File: src/design/rational_arithmetic_unit_assert.svh
// Assertion macros used by the datapath of the rational arithmetic unit
`ifndef RATIONAL_ARITHMETIC_UNIT_ASSERT_SVH
`define RATIONAL_ARITHMETIC_UNIT_ASSERT_SVH

// same-cycle implication, reset disables
`define RAU_ASSERT_NOW(lbl, ante, cons, msg) \
	lbl: assert property (@(posedge clk) disable iff (!arst_n) (ante) |-> (cons)) else $error(msg);

// next-cycle implication, reset disables
`define RAU_ASSERT_NEXT(lbl, ante, cons, msg) \
	lbl: assert property (@(posedge clk) disable iff (!arst_n) (ante) |=> (cons)) else $error(msg);

`endif

File: src/design/rau_pkg.sv
// Shared constants, codes and control types of the rational arithmetic unit
package rau_pkg;

	localparam int OW    = 16;
	localparam int MW    = 2 * OW;
	localparam int NUM_W = 33;
	localparam int DEN_W = 31;
	localparam int KW    = $clog2(MW + 1);
	localparam int CW    = $clog2(MW);

	localparam logic [1:0] OP_ADD = 2'd0;
	localparam logic [1:0] OP_SUB = 2'd1;
	localparam logic [1:0] OP_MUL = 2'd2;
	localparam logic [1:0] OP_DIV = 2'd3;

	localparam logic [2:0] MUL_NN   = 3'd0;
	localparam logic [2:0] MUL_DD   = 3'd1;
	localparam logic [2:0] MUL_ADQB = 3'd2;
	localparam logic [2:0] MUL_ANQB = 3'd3;
	localparam logic [2:0] MUL_ACC  = 3'd4;

	localparam logic GCD_DEN = 1'b0;
	localparam logic GCD_RES = 1'b1;

	localparam logic [1:0] DIV_AD = 2'd0;
	localparam logic [1:0] DIV_BD = 2'd1;
	localparam logic [1:0] DIV_RN = 2'd2;
	localparam logic [1:0] DIV_RD = 2'd3;

	typedef struct packed {
		logic       load;
		logic       gcd_load;
		logic       gcd_src;
		logic       gcd_step;
		logic       div_load;
		logic [1:0] div_src;
		logic       div_step;
		logic       mul_en;
		logic [2:0] mul_sel;
		logic       out_load;
	} cmd_t;

	typedef struct packed {
		logic undef;
		logic addsub;
		logic gcd_eq;
		logic div_last;
		logic rn_zero;
		logic out_free;
	} stat_t;

endpackage

File: src/design/rational_arithmetic_unit.sv
// Top level of the rational arithmetic unit
// Takes two fractions and an operation (add, subtract, multiply, divide) and returns the
// result reduced by the gcd, sign in the numerator, zero as 0/1, and 0/0 with undefined set
// for a zero denominator or division by zero. One word is in work at a time; a finished
// result waits in the output register while the next word is accepted. Each word is first
// checked; add and subtract then run a one-step-per-cycle binary gcd of the denominators and
// two 32-step restoring divisions that give the scale factors, then the multiplies; multiply
// and divide go straight to the multiplies. A nonzero result is then reduced by a binary gcd
// and two more 32-step divisions; a zero result skips the reduction, and an undefined word
// goes straight to the output. The input stays stalled until the result is loaded; the next
// word is accepted in the idle state that follows.
module rational_arithmetic_unit (
	input  logic                             clk,
	input  logic                             arst_n,
	input  logic                             in_valid,
	output logic                             in_stall,
	input  logic [1:0]                       func,
	input  logic signed [rau_pkg::OW-1:0]    a_num,
	input  logic signed [rau_pkg::OW-1:0]    a_den,
	input  logic signed [rau_pkg::OW-1:0]    b_num,
	input  logic signed [rau_pkg::OW-1:0]    b_den,
	output logic                             out_valid,
	input  logic                             out_stall,
	output logic signed [rau_pkg::NUM_W-1:0] res_num,
	output logic [rau_pkg::DEN_W-1:0]        res_den,
	output logic                             undefined
);
	import rau_pkg::*;

	cmd_t  cmd;
	stat_t st;

	rau_ctrl u_ctrl (
		.clk      (clk),
		.arst_n   (arst_n),
		.in_valid (in_valid),
		.in_stall (in_stall),
		.st       (st),
		.cmd      (cmd)
	);

	rau_dp u_dp (
		.clk       (clk),
		.arst_n    (arst_n),
		.cmd       (cmd),
		.st        (st),
		.func      (func),
		.a_num     (a_num),
		.a_den     (a_den),
		.b_num     (b_num),
		.b_den     (b_den),
		.out_valid (out_valid),
		.out_stall (out_stall),
		.res_num   (res_num),
		.res_den   (res_den),
		.undefined (undefined)
	);

endmodule

File: src/design/rau_ctrl.sv
// Sequencing state machine of the rational arithmetic unit
module rau_ctrl (
	input  logic           clk,
	input  logic           arst_n,
	input  logic           in_valid,
	output logic           in_stall,
	input  rau_pkg::stat_t st,
	output rau_pkg::cmd_t  cmd
);
	import rau_pkg::*;

	localparam logic [3:0] S_IDLE  = 4'd0;
	localparam logic [3:0] S_CHECK = 4'd1;
	localparam logic [3:0] S_MUL1  = 4'd2;
	localparam logic [3:0] S_MUL2  = 4'd3;
	localparam logic [3:0] S_GCD1  = 4'd4;
	localparam logic [3:0] S_DIVA  = 4'd5;
	localparam logic [3:0] S_DIVB  = 4'd6;
	localparam logic [3:0] S_ML1   = 4'd7;
	localparam logic [3:0] S_ML2   = 4'd8;
	localparam logic [3:0] S_ML3   = 4'd9;
	localparam logic [3:0] S_RED   = 4'd10;
	localparam logic [3:0] S_GCD2  = 4'd11;
	localparam logic [3:0] S_DIVN  = 4'd12;
	localparam logic [3:0] S_DIVD  = 4'd13;
	localparam logic [3:0] S_FIN   = 4'd14;

	logic [3:0] state_q;
	logic [3:0] state_d;

	assign in_stall = (state_q != S_IDLE);

	always_comb begin
		state_d = state_q;
		cmd     = '0;
		case (state_q)
			S_IDLE: begin
				if (in_valid) begin
					cmd.load = 1'b1;
					state_d  = S_CHECK;
				end
			end
			S_CHECK: begin
				if (st.undef) begin
					state_d = S_FIN;
				end else if (st.addsub) begin
					cmd.gcd_load = 1'b1;
					cmd.gcd_src  = GCD_DEN;
					state_d      = S_GCD1;
				end else begin
					state_d = S_MUL1;
				end
			end
			S_MUL1: begin
				cmd.mul_en  = 1'b1;
				cmd.mul_sel = MUL_NN;
				state_d     = S_MUL2;
			end
			S_MUL2: begin
				cmd.mul_en  = 1'b1;
				cmd.mul_sel = MUL_DD;
				state_d     = S_RED;
			end
			S_GCD1: begin
				cmd.gcd_step = 1'b1;
				if (st.gcd_eq) begin
					cmd.div_load = 1'b1;
					cmd.div_src  = DIV_AD;
					state_d      = S_DIVA;
				end
			end
			S_DIVA: begin
				cmd.div_step = 1'b1;
				if (st.div_last) begin
					cmd.div_load = 1'b1;
					cmd.div_src  = DIV_BD;
					state_d      = S_DIVB;
				end
			end
			S_DIVB: begin
				cmd.div_step = 1'b1;
				if (st.div_last) begin
					state_d = S_ML1;
				end
			end
			S_ML1: begin
				cmd.mul_en  = 1'b1;
				cmd.mul_sel = MUL_ADQB;
				state_d     = S_ML2;
			end
			S_ML2: begin
				cmd.mul_en  = 1'b1;
				cmd.mul_sel = MUL_ANQB;
				state_d     = S_ML3;
			end
			S_ML3: begin
				cmd.mul_en  = 1'b1;
				cmd.mul_sel = MUL_ACC;
				state_d     = S_RED;
			end
			S_RED: begin
				if (st.rn_zero) begin
					state_d = S_FIN;
				end else begin
					cmd.gcd_load = 1'b1;
					cmd.gcd_src  = GCD_RES;
					state_d      = S_GCD2;
				end
			end
			S_GCD2: begin
				cmd.gcd_step = 1'b1;
				if (st.gcd_eq) begin
					cmd.div_load = 1'b1;
					cmd.div_src  = DIV_RN;
					state_d      = S_DIVN;
				end
			end
			S_DIVN: begin
				cmd.div_step = 1'b1;
				if (st.div_last) begin
					cmd.div_load = 1'b1;
					cmd.div_src  = DIV_RD;
					state_d      = S_DIVD;
				end
			end
			S_DIVD: begin
				cmd.div_step = 1'b1;
				if (st.div_last) begin
					state_d = S_FIN;
				end
			end
			S_FIN: begin
				if (st.out_free) begin
					cmd.out_load = 1'b1;
					state_d      = S_IDLE;
				end
			end
			default: begin
				state_d = S_IDLE;
			end
		endcase
	end

	always_ff @(posedge clk or negedge arst_n) begin
		if (!arst_n) begin
			state_q <= S_IDLE;
		end else begin
			state_q <= state_d;
		end
	end

endmodule

File: src/design/rau_dp.sv
// Datapath of the rational arithmetic unit: operands, binary gcd, divider, multiplier, output
`include "rational_arithmetic_unit_assert.svh"
module rau_dp (
	input  logic                                clk,
	input  logic                                arst_n,
	input  rau_pkg::cmd_t                       cmd,
	output rau_pkg::stat_t                      st,
	input  logic [1:0]                          func,
	input  logic signed [rau_pkg::OW-1:0]       a_num,
	input  logic signed [rau_pkg::OW-1:0]       a_den,
	input  logic signed [rau_pkg::OW-1:0]       b_num,
	input  logic signed [rau_pkg::OW-1:0]       b_den,
	output logic                                out_valid,
	input  logic                                out_stall,
	output logic signed [rau_pkg::NUM_W-1:0]    res_num,
	output logic [rau_pkg::DEN_W-1:0]           res_den,
	output logic                                undefined
);
	import rau_pkg::*;

	logic signed [OW:0] an_x, ad_x, bn_x, bd_x;
	logic signed [OW:0] an_n, ad_n, bn_n, bd_n;
	logic signed [OW:0] rbn, rbd;
	logic signed [OW:0] an_q, ad_q, bn_q, bd_q;
	logic signed [OW:0] qa_q, qb_q;
	logic [1:0]         op_q;
	logic               undef_q;
	logic               undef_d;

	logic signed [MW:0] rn_q;
	logic [MW-1:0]      rd_q;
	logic [MW-1:0]      rn_mag;

	logic [MW-1:0] gx_q, gy_q, g_q;
	logic [KW-1:0] gk_q;
	logic          gcd_eq;

	logic [MW:0]   rem_q, r2, rem_n;
	logic [MW-1:0] dq_q, q_n;
	logic [CW-1:0] dcnt_q;
	logic [1:0]    dsrc_q;
	logic          ge;
	logic          div_last;

	logic signed [OW:0]     mul_a, mul_b;
	logic signed [2*OW+1:0] prod;

	logic                    out_valid_q;
	logic signed [NUM_W-1:0] res_num_q;
	logic [DEN_W-1:0]        res_den_q;
	logic                    undefined_q;

	always_comb begin
		an_x = {a_num[OW-1], a_num};
		ad_x = {a_den[OW-1], a_den};
		bn_x = {b_num[OW-1], b_num};
		bd_x = {b_den[OW-1], b_den};
		an_n = ad_x[OW] ? -an_x : an_x;
		ad_n = ad_x[OW] ? -ad_x : ad_x;
		bn_n = bd_x[OW] ? -bn_x : bn_x;
		bd_n = bd_x[OW] ? -bd_x : bd_x;
		rbn  = bn_n;
		rbd  = bd_n;
		if (func == OP_DIV) begin
			rbn = bn_n[OW] ? -bd_n : bd_n;
			rbd = bn_n[OW] ? -bn_n : bn_n;
		end
		undef_d = (ad_n == '0) || (bd_n == '0) || ((func == OP_DIV) && (bn_n == '0));
	end

	assign rn_mag = rn_q[MW] ? MW'(-rn_q) : MW'(rn_q);
	assign gcd_eq = (gx_q == gy_q);

	assign r2       = {rem_q[MW-1:0], dq_q[MW-1]};
	assign ge       = (r2 >= {1'b0, g_q});
	assign rem_n    = ge ? (r2 - {1'b0, g_q}) : r2;
	assign q_n      = {dq_q[MW-2:0], ge};
	assign div_last = (dcnt_q == CW'(MW - 1));

	always_comb begin
		mul_a = an_q;
		mul_b = bn_q;
		case (cmd.mul_sel)
			MUL_NN: begin
				mul_a = an_q;
				mul_b = bn_q;
			end
			MUL_DD: begin
				mul_a = ad_q;
				mul_b = bd_q;
			end
			MUL_ADQB: begin
				mul_a = ad_q;
				mul_b = qb_q;
			end
			MUL_ANQB: begin
				mul_a = an_q;
				mul_b = qb_q;
			end
			MUL_ACC: begin
				mul_a = bn_q;
				mul_b = qa_q;
			end
			default: begin
				mul_a = an_q;
				mul_b = bn_q;
			end
		endcase
	end

	assign prod = mul_a * mul_b;

	// operand capture
	always_ff @(posedge clk) begin
		if (cmd.load) begin
			an_q    <= an_n;
			ad_q    <= ad_n;
			bn_q    <= rbn;
			bd_q    <= rbd;
			op_q    <= func;
			undef_q <= undef_d;
		end
	end

	// binary gcd, one step per cycle
	always_ff @(posedge clk) begin
		if (cmd.gcd_load) begin
			gk_q <= '0;
			if (cmd.gcd_src == GCD_DEN) begin
				gx_q <= MW'($unsigned(ad_q));
				gy_q <= MW'($unsigned(bd_q));
			end else begin
				gx_q <= rn_mag;
				gy_q <= rd_q;
			end
		end else if (cmd.gcd_step) begin
			if (gcd_eq) begin
				g_q <= gx_q << gk_q;
			end else if (!gx_q[0] && !gy_q[0]) begin
				gx_q <= gx_q >> 1;
				gy_q <= gy_q >> 1;
				gk_q <= gk_q + KW'(1);
			end else if (!gx_q[0]) begin
				gx_q <= gx_q >> 1;
			end else if (!gy_q[0]) begin
				gy_q <= gy_q >> 1;
			end else if (gx_q > gy_q) begin
				gx_q <= gx_q - gy_q;
			end else begin
				gy_q <= gy_q - gx_q;
			end
		end
	end

	// restoring divider by the gcd, one quotient bit per cycle
	always_ff @(posedge clk) begin
		if (cmd.div_load) begin
			rem_q  <= '0;
			dcnt_q <= '0;
			dsrc_q <= cmd.div_src;
			case (cmd.div_src)
				DIV_AD:  dq_q <= MW'($unsigned(ad_q));
				DIV_BD:  dq_q <= MW'($unsigned(bd_q));
				DIV_RN:  dq_q <= rn_mag;
				DIV_RD:  dq_q <= rd_q;
				default: dq_q <= rd_q;
			endcase
		end else if (cmd.div_step) begin
			rem_q  <= rem_n;
			dq_q   <= q_n;
			dcnt_q <= dcnt_q + CW'(1);
		end
	end

	// result registers: products and reduced quotients
	always_ff @(posedge clk) begin
		if (cmd.mul_en) begin
			case (cmd.mul_sel)
				MUL_NN, MUL_ANQB: rn_q <= (MW+1)'(prod);
				MUL_DD, MUL_ADQB: rd_q <= MW'(prod);
				MUL_ACC: begin
					if (op_q == OP_SUB) begin
						rn_q <= rn_q - (MW+1)'(prod);
					end else begin
						rn_q <= rn_q + (MW+1)'(prod);
					end
				end
				default: rn_q <= rn_q;
			endcase
		end else if (cmd.div_step && div_last) begin
			case (dsrc_q)
				DIV_AD:  qa_q <= (OW+1)'(q_n);
				DIV_BD:  qb_q <= (OW+1)'(q_n);
				DIV_RN:  rn_q <= rn_q[MW] ? -$signed({1'b0, q_n}) : $signed({1'b0, q_n});
				DIV_RD:  rd_q <= q_n;
				default: rd_q <= q_n;
			endcase
		end
	end

	// output word
	always_ff @(posedge clk or negedge arst_n) begin
		if (!arst_n) begin
			out_valid_q <= 1'b0;
		end else if (cmd.out_load) begin
			out_valid_q <= 1'b1;
		end else if (!out_stall) begin
			out_valid_q <= 1'b0;
		end
	end

	always_ff @(posedge clk) begin
		if (cmd.out_load) begin
			undefined_q <= undef_q;
			if (undef_q) begin
				res_num_q <= '0;
				res_den_q <= '0;
			end else if (rn_q == '0) begin
				res_num_q <= '0;
				res_den_q <= DEN_W'(1);
			end else begin
				res_num_q <= NUM_W'(rn_q);
				res_den_q <= DEN_W'(rd_q);
			end
		end
	end

	assign out_valid = out_valid_q;
	assign res_num   = res_num_q;
	assign res_den   = res_den_q;
	assign undefined = undefined_q;

	assign st.undef    = undef_q;
	assign st.addsub   = op_q inside {OP_ADD, OP_SUB};
	assign st.gcd_eq   = gcd_eq;
	assign st.div_last = div_last;
	assign st.rn_zero  = (rn_q == '0);
	assign st.out_free = !out_valid_q || !out_stall;

	`RAU_ASSERT_NOW(a_gcd_nonzero, cmd.gcd_step, (gx_q != '0) && (gy_q != '0), "gcd stepped on zero operand")
	`RAU_ASSERT_NOW(a_undef_zero, out_valid_q && undefined_q, (res_num_q == '0) && (res_den_q == '0), "undefined word not 0/0")
	`RAU_ASSERT_NOW(a_den_nonzero, out_valid_q && !undefined_q, res_den_q != '0, "defined word with zero denominator")

endmodule

File: config.mk
export PLATFORM = sky130hd
export DESIGN_NAME = rational_arithmetic_unit
export DESIGN_NICKNAME = d
export VERILOG_FILES = /design/src/design/rau_pkg.sv /design/src/design/rational_arithmetic_unit.sv /design/src/design/rau_ctrl.sv /design/src/design/rau_dp.sv
export VERILOG_INCLUDE_DIRS = /design/src /design/src/design
export SDC_FILE = /design/constraint.sdc
export NUM_CORES = 2
export LEC_CHECK = 0
export ABC_CLOCK_PERIOD_IN_PS = 17500
export BUFFER_PORTS_ARGS = -buffer_cell sky130_fd_sc_hd__buf_4
export CAP_MARGIN = 10
export CORE_UTILIZATION = 55
export CTS_CLUSTER_SIZE = 40
export DETAILED_ROUTE_END_ITERATION = 7
export PLACE_DENSITY = 0.78
export SYNTH_ARGS = -nofsm -noshare
export SYNTH_HDL_FRONTEND = slang
export SYNTH_SLANG_ARGS = --single-unit
File: constraint.sdc
create_clock -name clk -period 17.5 [get_ports clk]
set_clock_uncertainty 0.15 [all_clocks]
set_input_delay 3.5 -clock clk [delete_from_list [all_inputs] [get_ports clk]]
set_output_delay 3.5 -clock clk [all_outputs]
set_load 0.02 [all_outputs]
==> results.ini <==
[status]
status=finished with violations
violations=design-rule violations

[drt]
wl_mm=132
vias_per_cell=6.34
dr.pass1.iters=8
routedWlPerCell_microns=24.0
drt-initial-drc-count=4558
vias=34879
drc=21
final_antenna_net_count=0

[sta]
period_share_pct=65.7
slew_viol_final=0
slew_headroom_pct=11.7
worst_pin_slew_ns=1.32
fmax_mhz=87.0
hold_viol_final=0
fin_setup_tns_ns=0
fin_crit_ns=11.49
rsz0062_at_grt=no
setup_violations=0

[floorplan]
start_util_pct=55.7
die_h_microns=274
die_x_microns=274
ios=137
die-area_sq_um=74900
coreArea_sq_um=73000
fp-row-count=99

[cells_and_area]
final_common_cell=inv_1
final_core_util_pct=60.7
stdcell_count=5504
drive_gt1_share_pct=8.71
area_growth_pct=9.02
fill_cells=6218
finalNetCount=5095
final_cell_mix=inv_1 (532), nand2_1 (410), nor2_1 (406)
antennaDiodeCount=0

[worst_setup_path]
critPathKind=reg2reg
crit_fanout=51
r2r_setup_slack_ns=6.01
worst_path_most_repeated_cell=fa_1
cp.arrival_ns=11.67
slowest_stage=a221oi_1
r2r_cells=34
rr_startpoint=u_ctrl.state_q[1]
cp.required_ns=17.68
timing.rr.end=u_dp.rn_q[31]
cp_slowest_stage_delay_ns=1.11
end_kind=flop
start_kind=flop

[grt]
grt_antenna_before_repair=4
first_global_vias=32910
grt_max_degree=72
grt_pass1_wl_mm=199
track_usage_pct=35.0
grt.overflow.total=0

[yosys]
yosys.area_share.simple_pct=14.9
synth_top_family_by_area=adder cells
synth_compound_area_share_pct=17.8
yosysSeqAreaShare_pct=29.4
synth_area_sq_um=40600
synth-edff-count=365
synthCells=4470
synth_xor_area_share_pct=6.92
synth_fa_ha_area_share_pct=21.4
synthArstFlopShare_pct=1.21
ys_ff_latch=413
ys_warn_count=0
ys_types=101
ys.flop_type=edfxtp_1
avgSynthCellArea_sq_um=9.09
synthMuxAreaShare_pct=2.62

[clocking]
cts_tree=yes
clk_path_buf_depth=3
clock-sinks=413
cts_resized=0
htree_levels=2
clock_latency_ns=0.61
cts_buffers=45
clk_pin_slew_ns=0.06
cts_hold_buf=0
postCtsSetupBuffers=0
cts-root-buf=clkbuf_16

[worst_hold_path]
whs_endpoint=u_dp.dcnt_q[4]
hp-start=u_dp.dcnt_q[4]
min_path_type=reg2reg
whs_path_depth=2

[placement]
port_buffers=136
placed_cells=5418
dp_hpwl_mm=103
gp_congestion=1.01

[job]
cap_viol_max_count=0

layout make-up:
cell class | instances | area (sq um) | area share [%]
clock buffers | 48 | 1160 | 2.62
repair buffers | 203 | 1520 | 3.43
multi-input cells | 3310 | 25900 | 58.6
inverters | 535 | 2010 | 4.53
flip-flops and latches | 413 | 11900 | 27.0
clock inverters | 36 | 508 | 1.15
well taps | 959 | 1200 | 2.71
worst max-delay path by stage:
stage | start | cells after the start | end
2_1_floorplan | u_ctrl.state_q[1] | 38 | u_dp.rn_q[31]
3_3_place_gp | u_ctrl.state_q[2] | 34 | u_dp.rn_q[31]
3_5_place_dp | u_ctrl.state_q[2] | 34 | u_dp.rn_q[31]
4_1_cts | u_ctrl.state_q[2] | 34 | u_dp.rn_q[31]
5_1_grt | u_ctrl.state_q[2] | 34 | u_dp.rn_q[31]
6_report | u_ctrl.state_q[1] | 34 | u_dp.rn_q[31]
synth_stat cells (30+ instances only):
master	count	share of area, %
o21a_1	30	0.55
clkbuf_1	184	1.7
a222oi_1	45	1.1
a211oi_1	49	0.91
nand3_1	45	0.55
ha_1	223	6.9
and3_1	39	0.60
mux2i_1	40	0.99
fa_1	294	14
xnor2_1	188	4.1
o21ai_0	283	3.5
nand2b_1	38	0.59
nor2b_1	43	0.66
edfxtp_1	365	27
inv_1	532	4.9
a21oi_1	261	3.2
dfxtp_1	43	2.1
and2_1	96	1.5
a22oi_1	32	0.59
a21o_1	79	1.5
nor2_1	411	3.8
xor2_1	129	2.8
or3_1	35	0.54
nor3_1	62	0.76
o31ai_1	50	0.92
nand2_1	412	3.8
critical path, delay by kind of cell, from the launching register on:
| family | cells | cell delay (ns) |
|---|---|---|
| flip-flops | 1 | 0.57 |
| buffers and inverters | 6 | 0.97 |
| AND/OR/NAND/NOR | 9 | 1.99 |
| AO/OA/AOI/OAI | 9 | 3.26 |
| adder cells (fa/ha/maj) | 8 | 3.89 |
| XOR/XNOR | 2 | 0.34 |
cells by family after synthesis:
| family | count (synthesis) |
|---|---|
| compound gates | 1098 |
| xor+xnor | 319 |
| fa+ha+maj | 517 |
| buf+inv | 748 |
| flops | 413 |
| mux | 74 |
| other cells | 2 |
| simple gates | 1299 |
sequential cells by signal (all words and copies together), names as in the netlist, 31 cells and up:
name / cells
u_dp.dq_q: 32
u_dp.res_den: 31
u_dp.res_num: 33
u_dp.g_q: 32
u_dp.gy_q: 32
u_dp.rem_q: 32
u_dp.rd_q: 32
u_dp.gx_q: 32
u_dp.rn_q: 33
through the flow:
| stage | hold slack [ns] | worst slack, ns | instance area (sq um) |
|---|---|---|---|
| 3_3_place_gp | 0.296 | 6.33 | 42600 |
| 3_5_place_dp | 0.316 | 6.05 | 42600 |
| 5_1_grt | 0.351 | 5.27 | 44300 |
| 4_1_cts | 0.324 | 6.01 | 44300 |
| 6_report | 0.325 | 6.01 | 44300 |
| 2_1_floorplan | 0.291 | 7.54 | 40600 |
metal layers:
layer | vias to the layer above | share of wire, % | global-route usage (%)
met3 | 339 | 12 | 6.69
li1 | 15640 | - | -
met4 | 4 | 5.5 | 16.6
met1 | 16920 | 39 | 48.4
met2 | 1976 | 44 | 52.7
met5 | - | 0.017 | 0
Power is left out: the tool's default activity adds up to more than one toggle a clock period on the data nets, which glitch-free logic cannot reach.
